File: src/design/dmsr_pkg.sv
// ----------------------------------------------------------------------------
// dmsr_pkg
// Types and constants of the dual motor speed ramp.
// ----------------------------------------------------------------------------
`timescale 1ns / 1ps
`default_nettype none

package dmsr_pkg;

	localparam int CMD_W   = 11;
	localparam int MAG_W   = 11;
	localparam int DUTY_W  = 7;
	localparam int STEP_W  = 7;
	localparam int SCALE_W = 8;
	localparam int PROD_W  = MAG_W + SCALE_W;
	localparam int IDX_W   = 2;
	localparam int DATA_W  = 8;

	localparam logic [DUTY_W-1:0] DUTY_MAX = 7'd100;
	localparam logic [DUTY_W-1:0] DUTY_ONE = 7'd40;
	localparam logic [DUTY_W-1:0] DUTY_TWO = 7'd60;
	localparam logic [MAG_W-1:0]  SCALE_BIAS = 11'd78;
	// products at or above (DUTY_MAX + 1) * 40 saturate
	localparam logic [PROD_W-1:0] SAT_PROD = 19'd4040;
	// floor(x / 5) == (x * 205) >> 10 for x below 1024
	localparam logic [16:0]       RECIP_FIVE = 17'd205;

	localparam logic [STEP_W-1:0]  ACCEL_RESET = 7'd5;
	localparam logic [STEP_W-1:0]  DECEL_RESET = 7'd5;
	localparam logic [SCALE_W-1:0] SCALE_RESET = 8'd30;

	localparam logic [IDX_W-1:0] REG_ACCEL = 2'd0;
	localparam logic [IDX_W-1:0] REG_DECEL = 2'd1;
	localparam logic [IDX_W-1:0] REG_SCALE = 2'd2;

	typedef struct packed {
		logic              neg;
		logic [MAG_W-1:0]  mag;
		logic [PROD_W-1:0] prod;
	} dmsr_cmd_t;

	typedef struct packed {
		logic              rev;
		logic [DUTY_W-1:0] mag;
	} dmsr_target_t;

	typedef struct packed {
		logic [STEP_W-1:0] accel;
		logic [STEP_W-1:0] decel;
	} dmsr_steps_t;

endpackage

`default_nettype wire

File: src/design/dmsr_shape.sv
// ----------------------------------------------------------------------------
// dmsr_shape
// Turns a registered command magnitude and scaled product into a target duty.
// ----------------------------------------------------------------------------
`timescale 1ns / 1ps
`default_nettype none

module dmsr_shape
	import dmsr_pkg::*;
(
	input  dmsr_cmd_t    cmd,
	output dmsr_target_t target
);

	logic [16:0]       quot;
	logic [DUTY_W-1:0] mag;

	// divide by 40 as a shift by three and a reciprocal multiply by five
	assign quot = {8'd0, cmd.prod[11:3]} * RECIP_FIVE;

	always_comb begin
		if (cmd.mag == MAG_W'(0)) begin
			mag = '0;
		end else if (cmd.mag == MAG_W'(1)) begin
			mag = DUTY_ONE;
		end else if (cmd.mag == MAG_W'(2)) begin
			mag = DUTY_TWO;
		end else if (cmd.prod >= SAT_PROD) begin
			mag = DUTY_MAX;
		end else begin
			mag = quot[16:10];
		end
	end

	assign target.mag = mag;
	assign target.rev = cmd.neg && (mag != '0);

endmodule

`default_nettype wire

File: src/design/dmsr_ramp.sv
// ----------------------------------------------------------------------------
// dmsr_ramp
// Direction and duty of one motor, stepped toward a target once per word.
// ----------------------------------------------------------------------------
`timescale 1ns / 1ps
`default_nettype none

module dmsr_ramp
	import dmsr_pkg::*;
(
	input  logic              clk,
	input  logic              arst_n,
	input  logic              en,
	input  dmsr_target_t      target,
	input  dmsr_steps_t       steps,
	output logic              reverse,
	output logic [DUTY_W-1:0] duty
);

	logic              dir_q;
	logic [DUTY_W-1:0] duty_q;
	logic              dir_d;
	logic [DUTY_W-1:0] duty_d;
	logic [DUTY_W-1:0] rise_gap;
	logic [DUTY_W-1:0] fall_gap;

	assign rise_gap = target.mag - duty_q;
	assign fall_gap = duty_q - target.mag;

	always_comb begin
		dir_d  = dir_q;
		duty_d = duty_q;
		if (duty_q == target.mag && (target.mag == '0 || dir_q == target.rev)) begin
			// already there: zero duty matches either direction
		end else if (dir_q != target.rev) begin
			// slow down first, flip only once stopped
			if (duty_q == '0) begin
				dir_d = target.rev;
			end else begin
				duty_d = duty_q - ((steps.decel < duty_q) ? steps.decel : duty_q);
			end
		end else if (target.mag > duty_q) begin
			duty_d = duty_q + ((steps.accel < rise_gap) ? steps.accel : rise_gap);
		end else begin
			duty_d = duty_q - ((steps.decel < fall_gap) ? steps.decel : fall_gap);
		end
	end

	always_ff @(posedge clk or negedge arst_n) begin
		if (!arst_n) begin
			dir_q  <= 1'b0;
			duty_q <= '0;
		end else if (en) begin
			dir_q  <= dir_d;
			duty_q <= duty_d;
		end
	end

	assign reverse = dir_q;
	assign duty    = duty_q;

endmodule

`default_nettype wire

File: src/design/dual_motor_speed_ramp.sv
// One word (a left and a right velocity command) is accepted per cycle while
// in_ready is high. The scaled product is registered at acceptance, the
// target duty is registered when that word advances, and the ramp update
// of each motor's direction and duty lands in the output register after
// that. The output register is the kept motor state itself. A stall on the
// output holds the two internal stages and backs up to in_ready; with the
// output free, one word leaves per cycle. Register writes (acceleration
// step, deceleration step, scale) take effect at once; the user must make
// them only while no word is in flight, which the block does not enforce.
// ----------------------------------------------------------------------------
// dual_motor_speed_ramp
// Slew-rate limited PWM duty and direction for two motors.
// ----------------------------------------------------------------------------
`timescale 1ns / 1ps
`default_nettype none

module dual_motor_speed_ramp
	import dmsr_pkg::*;
(
	input  logic                     clk,
	input  logic                     arst_n,
	input  logic                     in_valid,
	output logic                     in_ready,
	input  logic signed [CMD_W-1:0]  left_command,
	input  logic signed [CMD_W-1:0]  right_command,
	output logic                     out_valid,
	input  logic                     out_ready,
	output logic                     left_reverse,
	output logic [DUTY_W-1:0]        left_duty,
	output logic                     right_reverse,
	output logic [DUTY_W-1:0]        right_duty,
	input  logic                     wr_en,
	input  logic [IDX_W-1:0]         wr_index,
	input  logic [DATA_W-1:0]        wr_data
);

	function automatic dmsr_cmd_t prep_cmd(input logic [CMD_W-1:0] cmd,
			input logic [SCALE_W-1:0] scale);
		dmsr_cmd_t        r;
		logic [MAG_W-1:0] biased;
		r.neg  = cmd[CMD_W-1];
		r.mag  = r.neg ? MAG_W'(~cmd + 1'b1) : MAG_W'(cmd);
		biased = r.mag + SCALE_BIAS;
		r.prod = PROD_W'(biased) * PROD_W'(scale);
		return r;
	endfunction

	logic [STEP_W-1:0]  accel_q;
	logic [STEP_W-1:0]  decel_q;
	logic [SCALE_W-1:0] scale_q;
	dmsr_steps_t        steps;

	logic         valid_s1, valid_s2, out_valid_q;
	dmsr_cmd_t    left_s1, right_s1;
	dmsr_target_t left_s2, right_s2;
	dmsr_target_t left_tgt, right_tgt;
	logic         in_acc, adv_s1, adv_out;

	always_ff @(posedge clk or negedge arst_n) begin
		if (!arst_n) begin
			accel_q <= ACCEL_RESET;
			decel_q <= DECEL_RESET;
			scale_q <= SCALE_RESET;
		end else if (wr_en) begin
			case (wr_index)
				REG_ACCEL: accel_q <= wr_data[STEP_W-1:0];
				REG_DECEL: decel_q <= wr_data[STEP_W-1:0];
				REG_SCALE: scale_q <= wr_data[SCALE_W-1:0];
				default: begin
					// unmapped index: drop the write
				end
			endcase
		end
	end

	assign steps.accel = accel_q;
	assign steps.decel = decel_q;

	assign adv_out  = valid_s2 && (!out_valid_q || out_ready);
	assign adv_s1   = valid_s1 && (!valid_s2 || adv_out);
	assign in_ready = !valid_s1 || adv_s1;
	assign in_acc   = in_valid && in_ready;

	always_ff @(posedge clk or negedge arst_n) begin
		if (!arst_n) begin
			valid_s1    <= 1'b0;
			valid_s2    <= 1'b0;
			out_valid_q <= 1'b0;
		end else begin
			if (in_acc) begin
				valid_s1 <= 1'b1;
			end else if (adv_s1) begin
				valid_s1 <= 1'b0;
			end
			if (adv_s1) begin
				valid_s2 <= 1'b1;
			end else if (adv_out) begin
				valid_s2 <= 1'b0;
			end
			if (adv_out) begin
				out_valid_q <= 1'b1;
			end else if (out_ready) begin
				out_valid_q <= 1'b0;
			end
		end
	end

	always_ff @(posedge clk) begin
		if (in_acc) begin
			left_s1  <= prep_cmd(left_command, scale_q);
			right_s1 <= prep_cmd(right_command, scale_q);
		end
		if (adv_s1) begin
			left_s2  <= left_tgt;
			right_s2 <= right_tgt;
		end
	end

	dmsr_shape u_left_shape (
		.cmd    (left_s1),
		.target (left_tgt)
	);

	dmsr_shape u_right_shape (
		.cmd    (right_s1),
		.target (right_tgt)
	);

	dmsr_ramp u_left_ramp (
		.clk     (clk),
		.arst_n  (arst_n),
		.en      (adv_out),
		.target  (left_s2),
		.steps   (steps),
		.reverse (left_reverse),
		.duty    (left_duty)
	);

	dmsr_ramp u_right_ramp (
		.clk     (clk),
		.arst_n  (arst_n),
		.en      (adv_out),
		.target  (right_s2),
		.steps   (steps),
		.reverse (right_reverse),
		.duty    (right_duty)
	);

	assign out_valid = out_valid_q;

endmodule

`default_nettype wire

File: config.mk
export PLATFORM = sky130hd
export DESIGN_NAME = dual_motor_speed_ramp
export DESIGN_NICKNAME = d
export VERILOG_FILES = /design/src/design/dmsr_pkg.sv /design/src/design/dmsr_shape.sv /design/src/design/dmsr_ramp.sv /design/src/design/dual_motor_speed_ramp.sv
export SDC_FILE = /design/constraint.sdc
export NUM_CORES = 1
export LEC_CHECK = 0
export BUFFER_PORTS_ARGS = -buffer_cell sky130_fd_sc_hd__buf_2
export CORE_AREA = 2 2 239 241
export DETAILED_ROUTE_END_ITERATION = 8
export DIE_AREA = 0 0 241 243
export PLACE_DENSITY = 0.45
export SLEW_MARGIN = 10
export SYNTH_ARGS = -nofsm -noshare
export SYNTH_HDL_FRONTEND = slang
export SYNTH_SLANG_ARGS = --single-unit
File: constraint.sdc
create_clock -name clk -period 13.7 [get_ports clk]
set_input_delay 0 -clock clk [delete_from_list [all_inputs] [get_ports clk]]
set_output_delay 0 -clock clk [all_outputs]
set_load 0.02 [all_outputs]
==> summary.md, run 1 <==
| Metric | Value |
|---|---|
| Root buf cell | clkbuf_16 |
| Clock Pin Slew Worst Setup and Hold Paths | 0.06 ns |
| Wl on met1 | 19060 µm |
| Die Area | 58560 µm² |
| Yosys warns | 0 |
| # H-tree levels | 4 |
| Max Used Layer | met5 |
| Clock Skew | 0.007468 ns |
| Netlist cell types | 73 |
| Routed via count | 12.24k |
| WL final | 40920 µm |
| Syn_area_per_cell | 9.304 µm² |
| Sink Count | 119 |
| Dominant cell type by area after synthesis | ha_1 |
| Final hold viol count | 0 |
| Nets | 2290 |
| Layout area overhead | 12.01% |
| Worst-Margin Slew | 0.9558 ns |
| Max-cap viol count | 0 |
| Top FF cell, synth | edfxtp_1 |
| WS Path Type | in -> reg |
| Top-area cell type share of the netlist area | 19.22% |
| Met2 WL | 20550 µm |
| Max-slew headroom | 35.82% |
| Commonest non-fill, non-tap cell in the layout | inv_1 |
| Crit path arrival time | 7.23 ns |
| Hold WS | 0.02311 ns |
| Most frequent cells in the layout | inv_1, ha_1, fa_1, and2_1, nor2_1 |
| Max FO, Critical Path | 13 |
| Largest cells by area after synthesis | ha_1, fa_1, edfxtp_1 |
| Cell family with most CP delay | adder cells |
| Post-CTS Setup Inserts | 0 |
| CTS Buf Count | 17 |
| DRC Markers | 0 |
| Ratio of cells with drive above 1 in the final layout | 8.293% |
| Vias per cell | 4.663 |
| Final setup viols | 0 |
| I/O Buffers | 54 |
| RSZ-0062 raised after global routing | no |
| CP Capture Type | flip-flop |
| Seq/Total Area, Yosys | 20.35% |
| Final period util | 51.43% |
| Clk buf depth | 2 |
| Final Max Tran Viols | 0 |
| Die Wd | 241 µm |
| Maximum clock frequency | 141.9 MHz |
| Crit path largest cell delay | 0.66 ns |
| Min-Delay Path Class | in -> reg |
| Avg WL per Cell | 15.59 µm |
| Worst path slowest cell | mux2i_1 |
| Synth Instances | 1784 |
| Status | complete, no violations |
| Worst-Skew Late Latency | 0.44 ns |
| Hold-fix buffers, CTS | 27 |
| Antenna viol nets, final | 0 |
| Synthesized area | 16600 µm² |
| Fin Setup TNS | 0 ns |
| Vias in the first global route | 13.02k |
| Synth Register Bits | 119 |
| CP Launch Type | input pin |
| Largest net degree at the start of global routing | 63 |
| TritonCTS clock tree | yes |
| Resized cells post-CTS | 0 |
| Shortest period the worst path allows | 7.046 ns |
| Ys async rst share | 34.45% |
| Syn Nets | 2218 |
| Initial antenna violation count | 1 |
| EDFF count, synth | 78 |
| Critical Path RT | 13.89 ns |
| Die Y | 243 µm |
| Core Area | 55950 µm² |
| Grt total ovfl | 0 |
| First-pass GRT wire length | 68370 µm |
| Row count | 87 |
| Tot GR Track Use | 14.83% |
| Initial DRC count | 478 |
| Initial core utilization | 29.67% |
| Wire length on met3 | 833 µm |
| Io pins | 55 |
| Final RePlAce weighted congestion | 0.8263 |
| HPWL after DPL | 33060 µm |
| TritonRoute pass-1 iters | 4 |
| Worst Path Buf+Inv | 6 |
| Ant diodes | 0 |
## tightest hold or removal path: cells and delay by family
kind	cells	cell delay [ns]
buffers and inverters	2	0.20
XOR/XNOR	1	0.15
## per-layer routing
layer	up-vias	track usage, %
li1	6073	-
met1	6022	19.00
met2	111	26.07
met3	32	2.331
met4	2	3.141
met5	-	0
## state kept, by name (all words and copies together), names as in the netlist, 7 cells and up
name               cells
u_left_ramp.duty       7
right_s1              31
right_s2               8
u_right_ramp.duty      7
left_s1               31
left_s2                8
decel_q                7
scale_q                8
accel_q                7
## cell type report
class	count	area (µm²)
sequential	119	3378
inverter	325	1220
multi-input combinational	1300	11830
tap	756	945.9
clock inverter	14	158.9
timing repair buffer	93	630.6
clock buffer	18	429.2
fill	5841	37360
## cells in the mapped netlist (all sizes together) (3+ instances only)
| cell | n |
|---|---|
| a2111oi | 3 |
| a211oi | 15 |
| a21boi | 3 |
| a21o | 30 |
| a21oi | 81 |
| a31oi | 10 |
| and2 | 106 |
| and3 | 7 |
| buf | 6 |
| clkbuf | 34 |
| dfrtp | 33 |
| dfstp | 8 |
| edfxtp | 78 |
| fa | 142 |
| ha | 255 |
| inv | 325 |
| mux2 | 31 |
| mux2i | 28 |
| nand2 | 81 |
| nand2b | 32 |
| nand3 | 29 |
| nand3b | 3 |
| nand4 | 9 |
| nor2 | 85 |
| nor2b | 58 |
| nor3 | 20 |
| nor3b | 4 |
| nor4 | 13 |
| o211ai | 6 |
| o21a | 9 |
| o21ai | 64 |
| o21bai | 4 |
| o31a | 3 |
| o31ai | 11 |
| o41ai | 6 |
| or2 | 5 |
| or3 | 9 |
| or4 | 7 |
| xnor2 | 79 |
| xor2 | 22 |
## cells by family (layout without fill, tap and decap cells)
group	after synthesis	in the layout	share of synthesized area, %
AND/OR/NAND/NOR	476	476	15.33
adder cells (fa/ha/maj)	397	397	36.35
buffers and inverters	365	450	8.390
AO/OA/AOI/OAI	267	267	10.41
flip-flops	119	119	20.35
XOR/XNOR	101	101	5.329
multiplexers	59	59	3.837
## metrics by stage
step | area [µm²] | cells | util (%) | worst slack (ns)
global placement | 17730 | 2566 | 31.69 | 6.856
floorplan | 16600 | 1784 | - | 7.675
detailed placement | 17730 | 2566 | 31.69 | 6.677
CTS | 18590 | 2625 | 33.23 | 6.614
finish | 18590 | 2625 | 33.23 | 6.654
global route | 18590 | 2625 | 33.23 | 6.057
## path summary, 6_finish.rpt
| check | from | endpoint | slack, ns | cells after the start |
|---|---|---|---|---|
| hold reg to reg | valid_s1 | valid_s2 | 0.50 | 1 |
| max in group asynchronous | arst_n | accel_q[5] | 13.11 | 3 |
| min in group asynchronous | arst_n | u_right_ramp.reverse | 0.17 | 3 |
| setup / recovery | left_command[0] | left_s1[18] | 6.65 | 25 |
| hold / removal | left_command[2] | left_s1[21] | 0.02 | 3 |
| setup reg to reg | u_left_ramp.duty[1] | u_left_ramp.duty[6] | 7.91 | 24 |
Power of run 1 is left out: the tool's default activity adds up to more than one toggle a clock period on the data nets, which glitch-free logic cannot reach.
==> run 2, diff against run 1 <==
--- a/config.mk
+++ b/config.mk
@@ -5,10 +5,11 @@
 export SDC_FILE = /design/constraint.sdc
 export NUM_CORES = 1
 export LEC_CHECK = 0
+export ABC_AREA = 1
 export BUFFER_PORTS_ARGS = -buffer_cell sky130_fd_sc_hd__buf_2
-export CORE_AREA = 2 2 239 241
+export CORE_AREA = 2 2 240 242
 export DETAILED_ROUTE_END_ITERATION = 8
-export DIE_AREA = 0 0 241 243
+export DIE_AREA = 0 0 242 244
 export PLACE_DENSITY = 0.45
 export SLEW_MARGIN = 10
 export SYNTH_ARGS = -nofsm -noshare
==> constraint.sdc (replaced) <==
create_clock -name clk -period 7.25 [get_ports clk]
set_input_delay 0 -clock clk [delete_from_list [all_inputs] [get_ports clk]]
set_output_delay 0 -clock clk [all_outputs]
set_load 0.02 [all_outputs]
==> summary.md, run 2 <==
| Metric | Value |
|---|---|
| Top FF cell, synth | edfxtp_1 |
| Max-cap viol count | 0 (unchanged) |
| Core Area | 56170 µm² (+0.39%) |
| Final hold viol count | 0 (unchanged) |
| Syn_area_per_cell | 7.848 µm² (-16%) |
| Worst-Margin Slew | 0.8474 ns (-0.1084 ns) |
| CTS Buf Count | 17 (unchanged) |
| DRC Markers | 0 (unchanged) |
| Netlist cell types | 49 (-33%) |
| Final period util | 84.06% |
| Initial DRC count | 718 (+50%) |
| Row count | 87 (unchanged) |
| Initial antenna violation count | 0 (-1) |
| Shortest period the worst path allows | 6.094 ns |
| Final RePlAce weighted congestion | 0.8657 (+4.8%) |
| RSZ-0062 raised after global routing | no |
| WL final | 46150 µm (+13%) |
| Syn Nets | 2566 (+16%) |
| WS Path Type | in -> reg |
| # H-tree levels | 4 (unchanged) |
| Die Y | 244 µm (+0.41%) |
| Largest regs | left_s1 x31, right_s1 x31 |
| Commonest non-fill, non-tap cell in the layout | inv_1 |
| Final Max Tran Viols | 0 (unchanged) |
| Clock Pin Slew Worst Setup and Hold Paths | 0.06 ns (about the same) |
| Most frequent cells in the layout | inv_1, nand2_1, ha_1, nor2_1, fa_1 |
| Yosys warns | 0 (unchanged) |
| Routed via count | 13.71k (+12%) |
| Crit path arrival time | 6.29 ns (-0.94 ns) |
| Clock Skew | 0.008543 ns (+0.001074 ns) |
| Clk buf depth | 2 (unchanged) |
| Worst path slowest cell | dlygate4sd3_1 |
| Min-Delay Path Class | in -> reg |
| Resized cells post-CTS | 0 (unchanged) |
| Fill count | 6057 (+3.7%) |
| Synth Instances | 2132 (+20%) |
| Sink Count | 119 (unchanged) |
| Critical Path RT | 7.44 ns (-6.45 ns) |
| Most used cell, CP | inv_1 |
| Tot GR Track Use | 16.16% (+1.3 points) |
| Fin Setup TNS | 0 ns (unchanged) |
| First-pass GRT wire length | 74930 µm (+9.6%) |
| Synthesized area | 16730 µm² (+0.80%) |
| Worst-Skew Late Latency | 0.45 ns (about the same) |
| Layout area overhead | 11.82% |
| Die Area | 59050 µm² (+0.83%) |
| Worst Path Buf+Inv | 9 (+3) |
| Ratio of cells with drive above 1 in the final layout | 5.922% (-2.4 points) |
| Initial core utilization | 29.79% (+0.12 points) |
| Ant diodes | 0 (unchanged) |
| Io pins | 55 (unchanged) |
| Grt total ovfl | 0 (unchanged) |
| Vias per cell | 4.620 (-0.91%) |
| EDFF count, synth | 78 (unchanged) |
| Vias in the first global route | 14.11k (+8.3%) |
| Status | complete, no violations |
| Seq/Total Area, Yosys | 20.19% (-0.16 points) |
| HPWL after DPL | 38750 µm (+17%) |
| Final setup viols | 0 (unchanged) |
| Largest net degree at the start of global routing | 63 (unchanged) |
| Die Wd | 242 µm (+0.41%) |
| Antenna viol nets, final | 0 (unchanged) |
| FF-to-FF setup slack | 1.87 ns (-6.04 ns) |
| Cell family with most CP delay | adder cells |
| Max-slew headroom | 43.51% (+7.7 points) |
| Avg WL per Cell | 15.55 µm (-0.25%) |
| Hold-fix buffers, CTS | 21 (-22%) |
| Post-CTS Setup Inserts | 0 (unchanged) |
| CP Capture Type | flip-flop |
| Crit path largest cell delay | 0.57 ns (-0.09 ns) |
| Synth Register Bits | 119 (unchanged) |
| Max FO, Critical Path | 11 (-2) |
| CP Launch Type | input pin |
| Dominant cell type by area after synthesis | ha_1 |
| Nets | 2633 (+15%) |
| I/O Buffers | 54 (unchanged) |
| Ys async rst share | 34.45% (unchanged) |
| Top-area cell type share of the netlist area | 19.07% (-0.15 points) |
| Count leader, synth | inv_1 |
| TritonRoute pass-1 iters | 8 (+4) |
| Root buf cell | clkbuf_16 |
| Maximum clock frequency | 164.1 MHz |
| Largest cells by area after synthesis | ha_1, fa_1, edfxtp_1 |
| TritonCTS clock tree | yes |
| Synth top cells by count | inv_1, nand2_1, ha_1 |
[run 2: cell types whose count changed in the layout (fill, tap and decap cells not counted), sizes merged, moves of 29 or more]
cell | before | now
nor2 | 85 | 201
mux2 | 31 | 2
inv | 325 | 488
nand2b | 32 | 0
xnor2 | 79 | 26
a21oi | 81 | 115
nor2b | 58 | 0
nand3 | 29 | 79
and2 | 106 | 4
o21ai | 64 | 120
nand2 | 81 | 381
[run 2: layout make-up]
type | instances | area [µm²] | share of cell area [%]
clock inverters | 15 | 227.7 | 1.217
clock buffers | 17 | 425.4 | 2.274
multi-input cells | 1492 | 11370 | 60.80
flip-flops and latches | 119 | 3378 | 18.06
inverters | 488 | 1832 | 9.791
well taps | 756 | 945.9 | 5.056
repair buffers | 81 | 525.5 | 2.809
[run 2: cell families after synthesis]
logic type	Yosys count	synth area share, %
simple gates	739	18.52
flops	119	20.19
buf+inv	521	11.82
mux	2	0.1346
compound gates	280	9.124
fa+ha+maj	397	36.06
xor+xnor	74	4.143
[run 2: stage by stage]
step	utilization (%)	cells	setup WS (ns)	area, µm²	hold slack, ns
global placement	31.77	2915	1.381	17850	0.1324
CTS	33.31	2968	1.133	18710	0.02761
detailed placement	31.77	2915	1.259	17850	0.1421
finish	33.31	2968	1.156	18710	0.04848
global route	33.31	2968	0.6021	18710	0.04700
floorplan	-	2132	1.762	16730	-0.2956
[run 2: worst paths after layout]
check | endpoint | startpoint | depth (start not counted)
min in group asynchronous | u_left_ramp.duty[0] | arst_n | 3
setup reg to reg | left_s1[15] | scale_q[7] | 16
max in group asynchronous | scale_q[5] | arst_n | 3
hold reg to reg | out_valid | valid_s2 | 2
setup / recovery | left_s1[15] | left_command[0] | 29
hold / removal | right_s1[25] | right_command[6] | 3
[run 2: worst reg2reg max path, cell delays in order (launching register included)]
cell	delay [ns]
dfrtp_1	0.73
inv_1	0.52
nor2_1	0.31
fa_1	0.47
fa_1	0.52
fa_1	0.55
inv_1	0.05
fa_1	0.52
inv_1	0.04
ha_1	0.32
a21oi_1	0.28
o21ai_0	0.17
nand2_1	0.09
nand2_1	0.05
a21oi_1	0.21
o21ai_0	0.13
xor2_1	0.16
[run 2: layer usage]
| layer | wire length, µm | share of wire (%) | GRT usage, % |
|---|---|---|---|
| met1 | 20800 | 45 | 20.21 |
| met2 | 23260 | 50 | 29.28 |
| met3 | 1522 | 3.3 | 2.392 |
| met4 | 569 | 1.2 | 3.595 |
| met5 | 0 | 0 | 0 |
Power of run 2 is left out for the same reason.
